===== src/hdl/assert_macros.svh =====
// Assertion helpers shared by the RTL
`ifndef ASSERT_MACROS_SVH
`define ASSERT_MACROS_SVH

// same-cycle implication
`define SMSC_ASSERT_IMP(lbl, clk, rst_n, a, c) \
	lbl: assert property (@(posedge clk) disable iff (!rst_n) (a) |-> (c)) \
		else $error("assertion failed");

// next-cycle implication
`define SMSC_ASSERT_NXT(lbl, clk, rst_n, a, c) \
	lbl: assert property (@(posedge clk) disable iff (!rst_n) (a) |=> (c)) \
		else $error("assertion failed");

`endif


===== src/hdl/smsc_pkg.sv =====
//------------------------------------------------------------------------------
// smsc_pkg
// Shared types and constants of the straight-move speed controller.
//------------------------------------------------------------------------------
`default_nettype none
package smsc_pkg;
	localparam int GAIN_W = 16;
	localparam int DRV_W  = 8;
	localparam int OUT_W  = 9;
	localparam int IDX_W  = 3;
	localparam int DONE_TOL = 1280;  // 5.0 in Q.8

	typedef enum logic [IDX_W-1:0] {
		REG_PROP  = 3'd0,
		REG_INTEG = 3'd1,
		REG_HEAD  = 3'd2,
		REG_DMIN  = 3'd3,
		REG_DMAX  = 3'd4
	} reg_idx_t;

	typedef struct packed {
		logic load;
		logic prep;
		logic num;
		logic div_start;
		logic vel;
		logic integ;
		logic mpr;
		logic mir;
		logic mpl;
		logic mil;
		logic mc;
		logic fin;
	} cmd_t;

	typedef struct packed {
		logic done_hit;
		logic need_div;
		logic div_done;
		logic out_busy;
	} stat_t;
endpackage
`default_nettype wire


===== src/hdl/smsc_ctrl.sv =====
//------------------------------------------------------------------------------
// smsc_ctrl
// Sequencer: steps the datapath through profile, optional divide and PI phases.
//------------------------------------------------------------------------------
`default_nettype none
module smsc_ctrl (
	input  wire logic           clk,
	input  wire logic           arst_n,
	input  wire logic           in_valid,
	output logic                in_stall,
	input  wire smsc_pkg::stat_t stat,
	output smsc_pkg::cmd_t      cmd
);
	import smsc_pkg::*;

	typedef enum logic [12:0] {
		ST_IDLE = 13'b0000000000001,
		ST_PREP = 13'b0000000000010,
		ST_NUM  = 13'b0000000000100,
		ST_DIVS = 13'b0000000001000,
		ST_DIV  = 13'b0000000010000,
		ST_VEL  = 13'b0000000100000,
		ST_INT  = 13'b0000001000000,
		ST_MPR  = 13'b0000010000000,
		ST_MIR  = 13'b0000100000000,
		ST_MPL  = 13'b0001000000000,
		ST_MIL  = 13'b0010000000000,
		ST_MC   = 13'b0100000000000,
		ST_FIN  = 13'b1000000000000
	} state_t;

	state_t state_q, state_d;

	always_comb begin
		state_d = state_q;
		cmd     = '0;
		case (state_q)
			ST_IDLE: begin
				cmd.load = in_valid;
				if (in_valid) state_d = ST_PREP;
			end
			ST_PREP: begin
				cmd.prep = 1'b1;
				state_d  = stat.done_hit ? ST_FIN : ST_NUM;
			end
			ST_NUM: begin
				cmd.num = 1'b1;
				state_d = stat.need_div ? ST_DIVS : ST_VEL;
			end
			ST_DIVS: begin
				cmd.div_start = 1'b1;
				state_d       = ST_DIV;
			end
			ST_DIV: begin
				if (stat.div_done) state_d = ST_VEL;
			end
			ST_VEL: begin
				cmd.vel = 1'b1;
				state_d = ST_INT;
			end
			ST_INT: begin
				cmd.integ = 1'b1;
				state_d   = ST_MPR;
			end
			ST_MPR: begin
				cmd.mpr = 1'b1;
				state_d = ST_MIR;
			end
			ST_MIR: begin
				cmd.mir = 1'b1;
				state_d = ST_MPL;
			end
			ST_MPL: begin
				cmd.mpl = 1'b1;
				state_d = ST_MIL;
			end
			ST_MIL: begin
				cmd.mil = 1'b1;
				state_d = ST_MC;
			end
			ST_MC: begin
				cmd.mc  = 1'b1;
				state_d = ST_FIN;
			end
			ST_FIN: begin
				if (!stat.out_busy) begin
					cmd.fin = 1'b1;
					state_d = ST_IDLE;
				end
			end
			default: state_d = ST_IDLE;
		endcase
	end

	always_ff @(posedge clk or negedge arst_n) begin
		if (!arst_n) state_q <= ST_IDLE;
		else         state_q <= state_d;
	end

	assign in_stall = (state_q != ST_IDLE);
endmodule
`default_nettype wire


===== config.mk =====
export PLATFORM = sky130hd
export DESIGN_NAME = smsc_ctrl
export DESIGN_NICKNAME = d
export VERILOG_FILES = /design/src/hdl/assert_macros.svh /design/src/hdl/smsc_pkg.sv /design/src/hdl/smsc_ctrl.sv
export SDC_FILE = /design/constraint.sdc
export NUM_CORES = 1
export LEC_CHECK = 0
export BUFFER_PORTS_ARGS = -buffer_cell sky130_fd_sc_hd__buf_4
export CAP_MARGIN = 20
export CORE_UTILIZATION = 55
export CTS_BUF_LIST = sky130_fd_sc_hd__clkbuf_16
export DETAILED_ROUTE_END_ITERATION = 10
export GPL_ROUTABILITY_DRIVEN = 0
export MAX_ROUTING_LAYER = met4
export PLACE_DENSITY = 0.84
export SLEW_MARGIN = 0
export SYNTH_ARGS = -nofsm -noshare
export SYNTH_HDL_FRONTEND = slang
export SYNTH_SLANG_ARGS = --single-unit

===== constraint.sdc =====
create_clock -name clk -period 5.3 [get_ports clk]
set_input_delay 1.06 -clock clk [delete_from_list [all_inputs] [get_ports clk]]
set_output_delay 1.06 -clock clk [all_outputs]
set_load 0.05 [all_outputs]

==> impl_results.rst <==
.. list-table::
   :header-rows: 1

   * - Metric
     - Value
   * - Clock network power share
     - 31.0%
   * - Number of max-slew violations in the final report
     - 0
   * - Die area
     - 0.00162 mm2
   * - Maximum fanout along the worst path
     - 8
   * - Sequential cell fraction of total power
     - 29.6%
   * - Main flop type after synthesis
     - sky130_fd_sc_hd__dfrtp_1
   * - Syn Nets
     - 90
   * - Worst setup SP type
     - flip-flop
   * - EDFF count, synth
     - 0
   * - Number of search-and-repair iterations in the first detailed-routing pass
     - 4
   * - Most common library cell in the layout ignoring fill and taps
     - sky130_fd_sc_hd__buf_4
   * - Proportion of netlist area held by the largest area contributor
     - 37.3%
   * - X dimension of the die
     - 40.3 um
   * - Number of input and output port buffers inserted
     - 19
   * - Registers with the most flip-flops
     - state_q: 13 flops
   * - Internal Pwr Total
     - 0.284 mW
   * - Largest net degree at the start of global routing
     - 14
   * - Later-pin clock latency in the skew report
     - 0.24 ns
   * - Clock sink total
     - 13
   * - Area overhead of the layout relative to synthesis
     - 29.8%
   * - Post-cts resize count
     - 0
   * - Top cells by area in the synthesized netlist
     - sky130_fd_sc_hd__dfrtp_1 (37%), sky130_fd_sc_hd__nor2_1 (5.6%), sky130_fd_sc_hd__nor4_4 (5.3%)
   * - Data arrival time at the worst-slack endpoint
     - 2.03 ns
   * - Max frequency
     - 0.324 GHz
   * - Final antenna diode count
     - 0
   * - TritonCTS clock tree
     - yes
   * - Class of the worst hold path
     - reg2reg
   * - Mapped cell area
     - 806 um2
   * - Number of cell rows
     - 13
   * - Vias in the first global route
     - 622
   * - Number of antenna violations at the first check in global routing
     - 0
   * - Psw
     - 0.167 mW
   * - Post-synthesis cell type with the largest combined area
     - sky130_fd_sc_hd__dfrtp_1
   * - Critical Setup Path Class
     - reg2out
   * - Fin area
     - 0.00105 mm2
   * - Post-placement cell area
     - 967 um2
   * - Hold Fails Final Rpt
     - 0
   * - CTS HTree Levels
     - 1
   * - Post-layout minimum cycle time
     - 3.09 ns
   * - Ratio of routed vias to standard cells
     - 6.03
   * - Area of the core region
     - 0.00133 mm2
   * - Number of max-cap violations
     - 0
   * - Seq/Total Area, Yosys
     - 40.5%
   * - Root buffer selected by CTS
     - sky130_fd_sc_hd__clkbuf_16
   * - Headroom to the max-slew limit
     - 56.8%
   * - VDD IR max
     - 0.319 mV
   * - Final setup skew
     - 0.00157 ns
   * - Detailed placer's ending HPWL
     - 1.30 mm
   * - Slew @ Worst Pin
     - 0.632 ns
   * - Commonest cells after routing, fill and taps aside
     - sky130_fd_sc_hd__buf_4 (19), sky130_fd_sc_hd__nor2_1 (12), sky130_fd_sc_hd__dfrtp_1 (12)
   * - Reg with most FFs
     - state_q
   * - First-pass GRT wire length
     - 2.68 mm
   * - Wire length per cell
     - 14.5 um
   * - Syn Inst Count
     - 83
   * - Via total after detailed routing
     - 730
   * - Post-synthesis register bit count
     - 13
   * - RSZ-0062 raised after global routing
     - no
   * - Avg Cell Area, Syn
     - 9.71 um2
   * - DIE HEIGHT
     - 40.3 um
   * - CTS Buffer Depth
     - 2
   * - Sw Share
     - 37.0%
   * - Fraction of layout cells with a size suffix above 1
     - 26.4%
   * - Total routing resource utilization after global routing
     - 26.5%
   * - Total negative slack for setup checks
     - 0 ns
   * - Final number of setup-violating endpoints
     - 0
   * - Post-detailed-routing wire length
     - 1.76 mm
   * - Layout net count
     - 114
   * - Leakage component of the power
     - 0.534 nW
   * - Post-cts hold buffer count
     - 0
   * - Logic gate share of total power
     - 39.4%
   * - Drt drc
     - 0
   * - Clock slew at reported path FFs
     - 0.04 ns
   * - CTS buffer count
     - 3
   * - Initial core utilization
     - 60.4%
   * - GRT overflow
     - 0
   * - Type of destination of the critical path
     - output pin
   * - Outcome
     - finished, final reports clean
   * - Number of warnings issued by yosys
     - 0
   * - Data required time at the worst endpoint
     - 4.24 ns
   * - Post-route antenna net violation count
     - 0
   * - Total power per unit cell area
     - 431 mW/mm2
   * - Num ports
     - 20
   * - Detailed Route Iter0 Violations
     - 13
   * - Number of different library cells in the post-synthesis netlist
     - 36
   * - Post-CTS Setup Repair Bufs
     - 0
   * - Share of synthesized flip-flops with an asynchronous set or reset
     - 100%
   * - Max FFs per register
     - 13
   * - Final period utilization
     - 58.2%
[power by group through the flow]
stage	Combinational, mW	Sequential (mW)	Clock, mW
floorplan	0.139	0.131	0
CTS	0.179	0.133	0.141
detailed placement	0.177	0.135	0
global placement	0.174	0.135	0
finish	0.178	0.134	0.140
global route	0.191	0.136	0.143
[per-layer routing]
layer,track usage [%],vias to the layer above,routed length [um]
met5,-,-,0
met2,42.7,15,861
met4,10.0,0,21
li1,-,360,-
met1,33.0,351,830
met3,5.00,4,43
[critical path, stage by stage, from the launching register on]
cell and delay, ns:
sky130_fd_sc_hd__dfrtp_1 0.47, sky130_fd_sc_hd__nor4_4 0.43, sky130_fd_sc_hd__nand4_2 0.16, sky130_fd_sc_hd__or3b_4 0.43, sky130_fd_sc_hd__nor2_1 0.09, sky130_fd_sc_hd__buf_4 0.20
[synthesized netlist by cell type (2+ instances only)]
master,n
sky130_fd_sc_hd__nor2_1,12
sky130_fd_sc_hd__nor2b_1,5
sky130_fd_sc_hd__and3b_1,2
sky130_fd_sc_hd__nand2b_1,3
sky130_fd_sc_hd__nor4_1,3
sky130_fd_sc_hd__dfrtp_1,12
sky130_fd_sc_hd__nor4_4,2
sky130_fd_sc_hd__inv_1,3
sky130_fd_sc_hd__nor3_1,2
sky130_fd_sc_hd__nand3_1,2
sky130_fd_sc_hd__and3_1,4
sky130_fd_sc_hd__nor4b_1,3
sky130_fd_sc_hd__o21ai_0,4
sky130_fd_sc_hd__xor2_1,2
sky130_fd_sc_hd__nand2_1,3
[path summary, 6_finish.rpt]
check	startpoint	depth (start not counted)	slack (ns)	endpoint
worst max-delay path	state_q[5]$_DFFE_PN0P_	5	2.21	cmd[11]
worst min-delay path	state_q[12]$_DFFE_PN0P_	1	0.61	state_q[11]$_DFFE_PN0P_
worst max register to register	state_q[1]$_DFFE_PN0P_	4	3.51	state_q[0]$_DFFE_PN1P_
worst min register to register	state_q[12]$_DFFE_PN0P_	1	0.61	state_q[11]$_DFFE_PN0P_
max in group asynchronous	arst_n	1	4.41	state_q[0]$_DFFE_PN1P_
min in group asynchronous	arst_n	1	0.66	state_q[2]$_DFFE_PN0P_
[stage by stage]
stage / setup slack [ns] / cells / power [mW] / util, % / hold slack [ns]
3_5_place_dp: 2.50 / 117 / 0.312 / 72.5 / 0.606
4_1_cts: 2.22 / 121 / 0.453 / 78.4 / 0.611
3_3_place_gp: 2.53 / 117 / 0.309 / 72.5 / 0.597
6_report: 2.21 / 121 / 0.451 / 78.4 / 0.609
2_1_floorplan: 1.65 / 83 / 0.270 / - / 0.558
5_1_grt: 2.08 / 121 / 0.470 / 78.4 / 0.655
[cells by family (layout without fill, tap and decap cells)]
| family | Yosys count | in the layout | share of synthesized area (%) |
|---|---|---|---|
| AND/OR/NAND/NOR | 52 | 52 | 44.7 |
| AO/OA/AOI/OAI | 13 | 13 | 11.2 |
| flip-flops | 13 | 13 | 40.5 |
| buffers and inverters | 3 | 26 | 1.40 |
| XOR/XNOR | 2 | 2 | 2.17 |
[cell type report]
| class | count | area (um2) |
|---|---|---|
| timing repair buffer | 19 | 143 |
| clock buffer | 3 | 75.1 |
| multi-input combinational | 67 | 468 |
| fill | 90 | 288 |
| inverter | 3 | 11.3 |
| tap | 15 | 18.8 |
| sequential | 13 | 327 |
| clock inverter | 1 | 3.75 |
No activity file was read; power rests on OpenSTA's default activity.
